===== src/design/tpos_pkg.sv =====
// Package with the scanner's instruction patterns, phase codes and result type.
package tpos_pkg;

  localparam int unsigned WORD_W = 32;
  localparam int unsigned REG_W  = 5;
  localparam int unsigned IMM_W  = 12;

  localparam logic [WORD_W-1:0] STP_MASK  = 32'hFFC0_7FFF;
  localparam logic [WORD_W-1:0] STP_MATCH = 32'hA980_7BFD;
  localparam logic [WORD_W-1:0] MOV_MASK  = 32'hFFE0_FFFF;
  localparam logic [WORD_W-1:0] MOV_MATCH = 32'h9100_03FD;
  localparam logic [WORD_W-1:0] MRS_MASK  = 32'hFFFF_FFE0;
  localparam logic [WORD_W-1:0] MRS_MATCH = 32'hD53B_D040;
  localparam logic [WORD_W-1:0] LDR_BASE  = 32'hF940_0000;
  localparam logic [WORD_W-1:0] ADD_MASK  = 32'hFF80_03FF;
  localparam logic [WORD_W-1:0] ADD_BASE  = 32'h9100_0000;

  localparam int unsigned ADD_SHIFT_BIT = 22;
  localparam int unsigned ADD_IMM_LSB   = 10;

  typedef enum logic [4:0] {
    PH_FIRST = 5'b00001,
    PH_MOV   = 5'b00010,
    PH_MRS   = 5'b00100,
    PH_SCAN  = 5'b01000,
    PH_WAIT  = 5'b10000
  } phase_t;

  typedef struct packed {
    logic              found;
    logic [WORD_W-1:0] offset;
  } result_t;

  typedef struct packed {
    logic              last;
    logic [WORD_W-1:0] word;
  } item_t;

endpackage


===== src/design/tpos_in_stage.sv =====
// Input register stage: captures one instruction word per accepted transaction.
module tpos_in_stage
  import tpos_pkg::*;
(
  input  logic              clk,
  input  logic              rst_n,
  input  logic              in_valid,
  input  logic [WORD_W-1:0] in_insn_word,
  input  logic              in_last_word,
  output logic              in_stall,
  input  logic              advance,
  output logic              item_valid,
  output item_t             item
);

  logic  valid_r, valid_nxt;
  item_t item_r;
  logic  accept;

  assign in_stall   = valid_r && !advance;
  assign accept     = in_valid && !in_stall;
  assign item_valid = valid_r;
  assign item       = item_r;

  always_comb begin
    if (accept) begin
      valid_nxt = 1'b1;
    end else if (advance) begin
      valid_nxt = 1'b0;
    end else begin
      valid_nxt = valid_r;
    end
  end

  always_ff @(posedge clk) begin
    if (!rst_n) begin
      valid_r <= 1'b0;
    end else begin
      valid_r <= valid_nxt;
    end
  end

  always_ff @(posedge clk) begin
    if (accept) begin
      item_r.word <= in_insn_word;
      item_r.last <= in_last_word;
    end
  end

endmodule


===== src/design/tpos_matcher.sv =====
// Pattern matcher: phase, base register and running offset, stepped once per word.
module tpos_matcher
  import tpos_pkg::*;
(
  input  logic    clk,
  input  logic    rst_n,
  input  logic    step,
  input  item_t   item,
  output logic    emit,
  output result_t result
);

  phase_t            phase_r, phase_nxt;
  logic [REG_W-1:0]  base_r, base_nxt;
  logic [WORD_W-1:0] offset_r, offset_nxt;

  logic [WORD_W-1:0] w;
  logic [WORD_W-1:0] ldr_word;
  logic [WORD_W-1:0] add_word;
  logic [WORD_W-1:0] imm;
  logic              ended;

  assign w        = item.word;
  assign ldr_word = LDR_BASE | {{(WORD_W-2*REG_W){1'b0}}, base_r, {REG_W{1'b0}}};
  assign add_word = ADD_BASE | {{(WORD_W-2*REG_W){1'b0}}, base_r, base_r};

  always_comb begin
    if (w[ADD_SHIFT_BIT]) begin
      imm = {{(WORD_W-2*IMM_W){1'b0}}, w[ADD_IMM_LSB +: IMM_W], {IMM_W{1'b0}}};
    end else begin
      imm = {{(WORD_W-IMM_W){1'b0}}, w[ADD_IMM_LSB +: IMM_W]};
    end
  end

  always_comb begin
    phase_nxt  = phase_r;
    base_nxt   = base_r;
    offset_nxt = offset_r;
    emit       = 1'b0;
    result     = '0;
    ended      = 1'b0;
    unique case (phase_r)
      PH_FIRST: begin
        if ((w & STP_MASK) == STP_MATCH) begin
          phase_nxt = PH_MOV;
        end else if ((w & MRS_MASK) == MRS_MATCH) begin
          base_nxt   = w[REG_W-1:0];
          offset_nxt = '0;
          phase_nxt  = PH_SCAN;
        end else begin
          emit  = 1'b1;
          ended = 1'b1;
        end
      end
      PH_MOV: begin
        if ((w & MOV_MASK) == MOV_MATCH) begin
          phase_nxt = PH_MRS;
        end else begin
          emit  = 1'b1;
          ended = 1'b1;
        end
      end
      PH_MRS: begin
        if ((w & MRS_MASK) == MRS_MATCH) begin
          base_nxt   = w[REG_W-1:0];
          offset_nxt = '0;
          phase_nxt  = PH_SCAN;
        end else begin
          emit  = 1'b1;
          ended = 1'b1;
        end
      end
      PH_SCAN: begin
        if (w == ldr_word) begin
          emit          = 1'b1;
          result.found  = 1'b1;
          result.offset = offset_r;
          ended         = 1'b1;
        end else if ((w & ADD_MASK) == add_word) begin
          offset_nxt = offset_r + imm;
        end else begin
          emit  = 1'b1;
          ended = 1'b1;
        end
      end
      default: begin
        // Result for this sequence is already out; idle until the last word.
        ended = 1'b1;
      end
    endcase

    if (ended) begin
      phase_nxt = PH_WAIT;
    end

    if (item.last) begin
      if (!ended) begin
        emit = 1'b1;
      end
      phase_nxt  = PH_FIRST;
      base_nxt   = '0;
      offset_nxt = '0;
    end
  end

  always_ff @(posedge clk) begin
    if (!rst_n) begin
      phase_r  <= PH_FIRST;
      base_r   <= '0;
      offset_r <= '0;
    end else if (step) begin
      phase_r  <= phase_nxt;
      base_r   <= base_nxt;
      offset_r <= offset_nxt;
    end
  end

endmodule


===== src/design/tpos_out_stage.sv =====
// Result register stage: holds one result until the receiver takes it.
module tpos_out_stage
  import tpos_pkg::*;
(
  input  logic              clk,
  input  logic              rst_n,
  input  logic              load,
  input  result_t           result,
  input  logic              out_stall,
  output logic              out_valid,
  output logic              out_found,
  output logic [WORD_W-1:0] out_offset,
  output logic              room
);

  logic    valid_r, valid_nxt;
  result_t result_r;

  assign room       = !valid_r || !out_stall;
  assign out_valid  = valid_r;
  assign out_found  = result_r.found;
  assign out_offset = result_r.offset;

  always_comb begin
    if (load) begin
      valid_nxt = 1'b1;
    end else if (!out_stall) begin
      valid_nxt = 1'b0;
    end else begin
      valid_nxt = valid_r;
    end
  end

  always_ff @(posedge clk) begin
    if (!rst_n) begin
      valid_r <= 1'b0;
    end else begin
      valid_r <= valid_nxt;
    end
  end

  always_ff @(posedge clk) begin
    if (load) begin
      result_r <= result;
    end
  end

endmodule


===== src/design/thread_pointer_offset_scanner_top.sv =====
// Thread pointer offset scanner: input register, pattern matcher, result register.
//
// Input channel (in_valid, in_stall, in_insn_word, in_last_word): one AArch64
// instruction word per transaction, in_last_word set on the final word.
// Output channel (out_valid, out_stall, out_found, out_offset): one result per
// sequence. out_offset is the summed add immediate when out_found is set, else 0.
// A result is given on the first mismatching word, on the matching load, or on
// the last word if neither came earlier; later words of that sequence give none.
// Words go through the input register, the matcher, then the result register.
// Throughput is one word per cycle when out_stall is low: the matcher decodes a
// word and updates its phase, base register and offset between the two registers.
// When the receiver stalls, the result register holds, the input register keeps
// its word, and in_stall rises once that register is occupied.
// Reset (rst_n low, synchronous) empties both registers and puts the matcher back
// to expecting the first word of a sequence.
module thread_pointer_offset_scanner_top
  import tpos_pkg::*;
(
  input  logic              clk,
  input  logic              rst_n,
  input  logic              in_valid,
  output logic              in_stall,
  input  logic [WORD_W-1:0] in_insn_word,
  input  logic              in_last_word,
  output logic              out_valid,
  input  logic              out_stall,
  output logic              out_found,
  output logic signed [WORD_W-1:0] out_offset
);

  logic              item_valid;
  item_t             item;
  logic              room;
  logic              advance;
  logic              emit;
  result_t           result;
  logic [WORD_W-1:0] offset_bits;

  assign advance    = item_valid && room;
  assign out_offset = $signed(offset_bits);

  tpos_in_stage u_in (
    .clk         (clk),
    .rst_n       (rst_n),
    .in_valid    (in_valid),
    .in_insn_word(in_insn_word),
    .in_last_word(in_last_word),
    .in_stall    (in_stall),
    .advance     (advance),
    .item_valid  (item_valid),
    .item        (item)
  );

  tpos_matcher u_match (
    .clk   (clk),
    .rst_n (rst_n),
    .step  (advance),
    .item  (item),
    .emit  (emit),
    .result(result)
  );

  tpos_out_stage u_out (
    .clk       (clk),
    .rst_n     (rst_n),
    .load      (advance && emit),
    .result    (result),
    .out_stall (out_stall),
    .out_valid (out_valid),
    .out_found (out_found),
    .out_offset(offset_bits),
    .room      (room)
  );

endmodule


===== config.mk =====
export PLATFORM = sky130hd
export DESIGN_NAME = thread_pointer_offset_scanner_top
export DESIGN_NICKNAME = d
export VERILOG_FILES = /design/src/design/tpos_pkg.sv /design/src/design/tpos_in_stage.sv /design/src/design/tpos_matcher.sv /design/src/design/tpos_out_stage.sv /design/src/design/thread_pointer_offset_scanner_top.sv
export SDC_FILE = /design/constraint.sdc
export NUM_CORES = 1
export LEC_CHECK = 0
export BUFFER_PORTS_ARGS = -buffer_cell sky130_fd_sc_hd__buf_2
export CAP_MARGIN = 10
export CORE_MARGIN = 1
export CORE_UTILIZATION = 35
export DETAILED_ROUTE_END_ITERATION = 8
export PLACE_DENSITY_LB_ADDON = 0.2
export RECOVER_POWER = 25
export SLEW_MARGIN = 20
export SYNTH_ARGS = -nofsm -noshare
export SYNTH_HDL_FRONTEND = slang
export SYNTH_SLANG_ARGS = --single-unit

===== constraint.sdc =====
create_clock -name clk -period 4.64 [get_ports clk]
set_clock_uncertainty 0.1 [all_clocks]
set_input_delay 1.16 -clock clk [delete_from_list [all_inputs] [get_ports clk]]
set_output_delay 1.16 -clock clk [all_outputs]
set_load 0.02 [all_outputs]

---- Word level (Yosys, flattened, before mapping) ----
Cells that the tools add are included.
storage, ports and cells
  flip-flop bits (word level) ............. 110
  output and inout bits ................... 35
  logic and storage cells ................. 72
  input bits .............................. 37
  memory bits (read-only) ................. 0
  bits in latches ......................... 0
  memory bits (writable) .................. 0
  memories ................................ 0
operators by class
  reduce and logical (&&, ||, !) cells .... 17
  $lt $le $gt $ge ......................... 0
  $add $sub $neg .......................... 1
  divide/modulo/power cells ............... 0
  bitwise logic cells ..................... 0
  equality and inequality tests ........... 14
  mux-type cells .......................... 31
  $mul .................................... 0
  shift operators ......................... 0
operators with widths
  operator                                       number
  two-way mux 32 bit                             5
  one-hot mux 32 bit (3 select lines)            1
  == test 27 bit, second input constant          2
  two-way mux 5 bit                              8
  two-way mux 33 bit                             1
  adder 32 bit                                   1
  == test 32 bit                                 1
  == test 25 bit, second input constant          1
  two-way mux 24 bit                             1
  == test 19 bit                                 1
  one-hot mux 5 bit (3 select lines)             1
  two-way mux 1 bit                              11
  one-hot mux 5 bit (2 select lines)             1
  one-hot mux 1 bit (4 select lines)             2
  inequality test 3 bit, second input constant   2
  AND reduction 3 bit                            2
  == test 5 x 1 -> 1 bit, second input constant  1
  == test 5 x 2 -> 1 bit, second input constant  1
  == test 5 x 3 -> 1 bit, second input constant  1
  == test 5 x 4 -> 1 bit, second input constant  1
  AND reduction 5 bit                            1
  nonzero test 5 bit                             1
  logical AND 1 bit                              4
  zero test 1 bit                                4
  other kinds (8)                                8

---- Logic depth before layout (Yosys ltp) ----
Gate-level depths: netlist of run 1.
  word-level depth ........................ 8
  depth in mapped cells ................... 13
  gate-level depth less buffers ........... 13

---- Modules after synthesis ----
Synthesis of run 1 repeated with hierarchy kept, for this count alone.
unflattened totals
  cell total of the unflattened synthesis .. 553
  area, all modules ....................... 5758.0 µm²
by module, submodules not included
  module                             sequential area each (µm²)  instances  cells each  area each (µm²)
  tpos_matcher                       840.8                       1          477         3681.0
  tpos_in_stage                      1011.0                      1          37          1038.5
  tpos_out_stage                     1011.0                      1          37          1026.0
  thread_pointer_offset_scanner_top  0.0                         1          2           12.5

---- Worst setup path after synthesis of run 1 ----
No wires, ideal clock.
  kind .................................... in2reg
  start point ............................. input port out_stall
  end point ............................... register u_out.result_r (netlist bit u_out.out_found), enable pin
  data required time ...................... 4.073 ns
  setup time .............................. 0.467 ns
  buffers on the path ..................... 0
  setup slack ............................. 0.377 ns
  arrival ................................. 3.696 ns
  cell stages on the path ................. 3
  cell sequence ........................... nand2_1 -> nand2_1 -> nor3_1
between the ends
  cells in the longest elaborated chain, start to end .. 4
ends and longest elaborated chain
  element                 line                                     text
  start: declaration      thread_pointer_offset_scanner_top.sv:26  input logic out_stall,
  zero test 1 bit         tpos_out_stage.sv:19                     assign room = !valid_r || !out_stall;
  logical OR 1 bit        tpos_out_stage.sv:19
  logical AND 1 bit       thread_pointer_offset_scanner_top.sv:39  assign advance = item_valid && room;
  logical AND 1 bit       thread_pointer_offset_scanner_top.sv:66  .load (advance && emit),
  named net u_out.load    tpos_out_stage.sv:7                      input logic load,
  end signal: assignment  tpos_out_stage.sv:44                     result_r <= result;
  end: declaration        tpos_out_stage.sv:17                     result_t result_r;
The timed path passes the listed nets, and every way through them passes these cells.
A chain may end at the register's enable or synchronous reset.

---- Final worst setup path of run 1 ----
  start point ............................. register u_in.item_r (netlist bit u_in.item[22])
  end point ............................... register u_match.offset_r[27]
between the ends
  cells in the longest elaborated chain, start to end .. 6
  elaborated cells between the ends (all ways) .. 14
  those cells by class .................... add/sub: 1; eq/ne: 5; mux: 7; reduce/logical: 1
ends and longest elaborated chain
  element                              line                 text
  start: declaration                   tpos_in_stage.sv:17  item_t item_r;
  two-way mux 24 bit                   tpos_matcher.sv:28   if (w[ADD_SHIFT_BIT]) begin
  adder 32 bit                         tpos_matcher.sv:80   offset_nxt = offset_r + imm;
  two-way mux 32 bit                   tpos_matcher.sv:79   end else if ((w & ADD_MASK) == add_word) begin
  two-way mux 32 bit                   tpos_matcher.sv:74   if (w == ldr_word) begin
  one-hot mux 32 bit (3 select lines)  tpos_matcher.sv:42   unique case (phase_r)
  two-way mux 32 bit                   tpos_matcher.sv:96   if (item.last) begin
  end signal: assignment               tpos_matcher.sv:114  offset_r <= offset_nxt;
  end: declaration                     tpos_matcher.sv:15   logic [WORD_W-1:0] offset_r, offset_nxt;
Several ways; a longest one is shown, not always the timed one. The select of a mux whose other input is x is not followed.

==> flow_summary.toml, run 1 <==
[timing]
period_needed_ps = 3820
rsz0062_at_grt = "false"
worst_hold_slack_ps = 385
worst_pin_slew_ps = 1650
setup_viol = 0
report.final.hold_viol_count = 0
fin_crit_sh_pct = 82.4
timing.fmax_ghz = 0.262
relSlewSlack_pct = -10.3
tns_ps = 0
slew_violations = 34

[clocking]
cts_hold_buf = 0
cts_resized = 0
cts.clk_slew.worst_paths_ps = 70
cts_buffer_depth = 2
cts_buffers = 9
clock_latency_ps = 360
tritoncts = "built"
htree_levels = 3
cts_sinks = 110
postCtsSetupRepairBufs = 0
cts-root-buf = "clkbuf_16"

[critical_path]
critical_path_required_ps = 4810
rr_worst_depth = 11
cp.arrival_ps = 4000
startpoint_type = "flop"
crit_fanout = 27
critPathKind = "flop to flop"
crit_path_end_kind = "flop"

[final_layout]
fillers = 1610
antennaDiodeCount = 0
syn2layout_area_growth_pct = 15.6
fin_nets = 682
instances_no_fill = 843
layout-drive-gt1-share_pct = 15.3

[logic_synthesis]
ys_ff_latch = 110
syn-instance-count = 552
yosys_warnings = 0
async_flop_share_pct = 0
synth_xor_area_share_pct = 5.22
synth_adder_area_share_pct = 5.35
synth.top_cell.area_share_pct = 34.7
synth_top_family_by_area = "simple AND/OR/NAND/NOR gates"
synth_edf_count = 66
synth-simple-area-share_pct = 23.9
synthTopCellsByArea = "edfxtp_1 (35%), dfxtp_1 (15%), and2_1 (5.0%)"
ys_seq_area_share_pct = 50.1
syn_area_per_cell_um2 = 10.3
synth_cell_type_count = 60
synth_top_area_cell = "edfxtp_1"
synth_mux_area_share_pct = 0.351
synth_compound_area_share_pct = 13.4
synth_ff_type = "edfxtp_1"
synth_fp_nets = 612
syn_area_um2 = 5710

[power]
max-vdd-ir-drop_mv = 0.208
leakage_uw = 0.00245
power_density_nw_per_um2 = 308

[grt]
grt_max_degree = 34
grtUsageTotal_pct = 16.4
grt.overflow.total = 0
antenna_found_initial = 0
grt_pass1_wl_um = 20900
grt_pass1_vias = 4162

[hold_path]
hold_depth = 2
min-delay-path-class = "flop to flop"

[floorplan]
rows = 46
start_util_pct = 35.9
fp.coreArea_um2 = 15900
die_width_um = 130
fp.dieH_um = 130
die_area_um2 = 16800
ios = 72

[status]
violations = "max-capacitance violations, max-slew violations"
status = "finished, violations left"

[placement]
place.gp.congestion = 0.867
dp.cells = 827
io_buffers = 71
dpl.hpwl_um = 9930

[drt]
firstDrtPassIters = 4
vias_per_cell = 5.09
drt-wirelength-per-cell_um = 15.6
wirelength_um = 13100
drt_iter0_markers = 233
drc = 0
final_antenna_net_count = 0
via_count = 4289

[run]
max_cap_violations = 1
-- routing by layer --
metal  vias up  wire length [µm]  global-route usage (%)
met4         0               370                    7.39
met1      1995              5980                    20.3
met3        18               551                    3.24
met2       112              6230                    27.5
met5         -                 0                       0
li1       2164                 -                       -
-- cell type report --
type | instances | area [µm²] | share of cell area [%]
sequential | 110 | 2860 | 43.4
tap | 216 | 270 | 4.10
timing repair buffer | 74 | 370 | 5.61
clock buffer | 13 | 240 | 3.64
inverter | 10 | 37.5 | 0.569
multi-input combinational | 417 | 2770 | 42.0
clock inverter | 3 | 46.3 | 0.702
-- metrics by stage --
stage                     setup WS, ps  total power (µW)  instance area, µm²  utilization (%)
final                              818              2030                6600             41.5
after global routing               484              2110                6600             41.5
after CTS                          846              2060                6610             41.6
after detailed placement           870              1300                6320             39.8
after global placement            1010              1300                6320             39.8
after floorplan                    377              1230                5710                -
-- where the power goes --
group	internal (µW)	switching [µW]
Combinational	64.1	107
Sequential	1080	27.5
Clock	422	334
Total	1560	468
-- cell usage after synthesis (3+ instances only) --
cell      count
o21a_1        3
nand4_1       8
and3_1        6
nor2b_1      42
a21o_1        5
a31oi_1       8
nand2b_1      5
xor2_1       14
nand2_1      40
nand3_1      10
nand4b_1      4
a21oi_1      35
or3_1         8
xnor2_1      20
a311oi_1      3
and2_1       46
ha_1         22
dfxtp_1      44
nor4_1        8
edfxtp_1     66
or4_1         4
clkbuf_1     14
nor3_1       15
nor2_1       22
inv_1        10
a22oi_1       8
o21ai_0      37
nand3b_1      3
o31ai_1       3
-- kinds of logic after synthesis --
family | after synthesis
AOI/OAI and AO/OA | 123
DFF | 110
xor gates and xnor gates | 34
buffers and inverters | 25
and+or+nand+nor | 234
adders and majority gates | 24
muxes | 2
-- critical path, stage by stage (launching register included) --
cell	delay, ps
edfxtp_1	770
nor2b_1	120
ha_1	390
a21o_1	190
a311o_1	360
maj3_1	400
a21o_1	210
o21ai_0	170
o2111ai_1	200
a21oi_1	490
o21ai_0	200
a21oi_1	150
-- worst paths after layout --
path | from | to | slack, ps
min reg2reg | u_match.offset_r[31] | u_match.offset_r[31] | 390
max | u_in.item[22] | u_match.offset_r[27] | 820
max reg2reg | u_in.item[22] | u_match.offset_r[27] | 820
min | u_match.offset_r[31] | u_match.offset_r[31] | 390
-- state kept, by name, summed over array words and instances (netlist names) --
| signal | cells |
|---|---|
| u_out.out_valid | 1 |
| u_in.item | 33 |
| u_match.offset_r | 32 |
| u_out.out_offset | 32 |
| u_in.item_valid | 1 |
| u_match.base_r | 5 |
| u_out.out_found | 1 |
| u_match.phase_r | 5 |
-- layout by cell type (no fill, tap or decap), drive strengths merged, types with 8 or more instances in the layout --
cell type,synthesis,routed
edfxtp,66,66
nand3,10,10
nand4,8,8
a31oi,8,8
a21oi,35,35
ha,22,22
nor4,9,9
inv,10,11
or3,9,9
nor2,23,23
a22oi,8,8
o21ai,39,39
buf,1,70
xnor2,20,20
and2,47,47
clkbuf,14,17
xor2,14,14
dfxtp,44,44
nor2b,42,42
nand2,40,40
nor3,15,15
(Power assumes the default switching activity.)
==> inputs of run 2 (changes only) <==
clock period = 3.55 ns   (was 4.64 ns; I/O delays follow)
==> flow_summary.toml, run 2 (synthesis results as in run 1) <==
[status]
status = "finished, violations left"
violations = "max-capacitance violations, max-slew violations"

[critical_path]
crit_path_end_kind = "flop"
rr_worst_depth = 12
cp.arrival_ps = 3540
timing.rr.end = "u_match.offset_r[28]"
critical_path_required_ps = 3740
startpoint_type = "flop"
worstReg2RegStart = "u_in.item[22]"
crit_fanout = 7
critPathKind = "flop to flop"
regToRegSetupSlack_ps = 200

[floorplan]
rows = 46
die_area_um2 = 16800
start_util_pct = 35.9
die_width_um = 130
fp.dieH_um = 130
fp.coreArea_um2 = 15900
ios = 72

[final_layout]
final_common_cell = "buf_2"
largest_register_ff_count = 33
final_core_util_pct = 42.8
antennaDiodeCount = 0
most-common-layout-cells = "buf_2 (67), edfxtp_1 (66), and2_1 (46)"
fin_nets = 703
layout-drive-gt1-share_pct = 18.4
syn2layout_area_growth_pct = 19.1

[grt]
grt_max_degree = 35
grt_pass1_vias = 4182
grtUsageTotal_pct = 16.4
antenna_found_initial = 0
grt.overflow.total = 0
grt_pass1_wl_um = 21000

[power]
p_sw_share_pct = 23.0
power.switching_uw = 619
max-vdd-ir-drop_mv = 0.320
leakage_uw = 0.00255
clockPowerShare_pct = 37.5
power_density_nw_per_um2 = 396
seqPwrFrac_pct = 53.4
p_int_uw = 2070
p_comb_share_pct = 9.0

[timing]
fin_ws_ps = 203
setup_viol = 0
tns_ps = 0
report.final.hold_viol_count = 0
relSlewSlack_pct = -12.3
rsz0062_at_grt = "false"
slew_violations = 34
fin_crit_sh_pct = 94.3
period_needed_ps = 3350
timing.fmax_ghz = 0.299
worst_pin_slew_ps = 1680

[drt]
firstDrtPassIters = 4
drt_iter0_markers = 159
vias_per_cell = 4.96
drc = 0
drt-wirelength-per-cell_um = 15.2
wirelength_um = 13100
via_count = 4287
final_antenna_net_count = 0

[placement]
place.gp.congestion = 0.876
post-place-ws_ps = 152
dpl.hpwl_um = 10000
io_buffers = 71

[clocking]
cts-root-buf = "clkbuf_16"
clock_latency_ps = 350
cts_buffer_depth = 2
htree_levels = 3
tritoncts = "built"
cts_buffers = 9
cts_sinks = 110
cts.clk_slew.worst_paths_ps = 70

[hold_path]
hold_depth = 2
min-delay-path-class = "flop to flop"
hold_start = "u_match.offset_r[19]"
min_to = "u_match.offset_r[19]"

[run]
max_cap_violations = 1
run 2: critical path, stage by stage, from the launching register on:
cell	delay, ps
edfxtp_1	470
clkbuf_2	200
nor2b_1	70
ha_1	240
a21o_1	210
a311o_1	360
maj3_1	400
and2_1	200
o21ba_2	230
o211ai_1	380
a21boi_4	130
a31oi_1	190
a41o_1	110
run 2: worst max-delay path by stage:
stage	from	end	cells past startpoint
after floorplan	u_in.item[22]	u_match.offset_r[25]	12
after global placement	u_in.item[22]	u_match.offset_r[16]	11
after detailed placement	u_in.item[22]	u_match.offset_r[16]	11
after CTS	u_in.item[22]	u_match.offset_r[16]	11
after global routing	u_in.item[22]	u_match.offset_r[28]	13
final	u_in.item[22]	u_match.offset_r[28]	12
run 2: layout make-up:
type                       count  area [µm²]
inverter                      10        37.5
timing repair buffer          95         549
sequential                   110        2860
fill                        1566        9090
multi-input combinational    417        2780
clock buffer                  13         250
tap                          216         270
clock inverter                 3        46.3
run 2: power groups by stage:
stage,Clock (µW),Combinational [µW],Sequential (µW)
floorplan,0,120,1490
global placement,0,242,1470
detailed placement,0,242,1470
CTS,1050,244,1440
global route,1080,268,1450
finish,1010,243,1440
run 2: per-layer routing:
layer | vias to the layer above | track usage [%] | part of all wire [%]
met2 | 97 | 27.8 | 47
met4 | 0 | 5.95 | 1.9
met3 | 15 | 3.16 | 3.6
met5 | - | 0 | 0
met1 | 1978 | 21.0 | 47
li1 | 2197 | - | -
run 2: through the flow:
stage	std cells	hold slack, ps	instance area, µm²	power, µW
after floorplan	552	343	5710	1610
after global placement	844	362	6470	1710
after detailed placement	844	370	6470	1710
after CTS	860	382	6770	2730
after global routing	864	401	6800	2800
final	864	377	6800	2690
run 2: repair_timing:
action | in CTS | in global routing
hold buffers | 0 | 0
endpoints found under the setup margin | 0 | 9
setup buffers | 0 | 4
gates resized for setup | 0 | 3
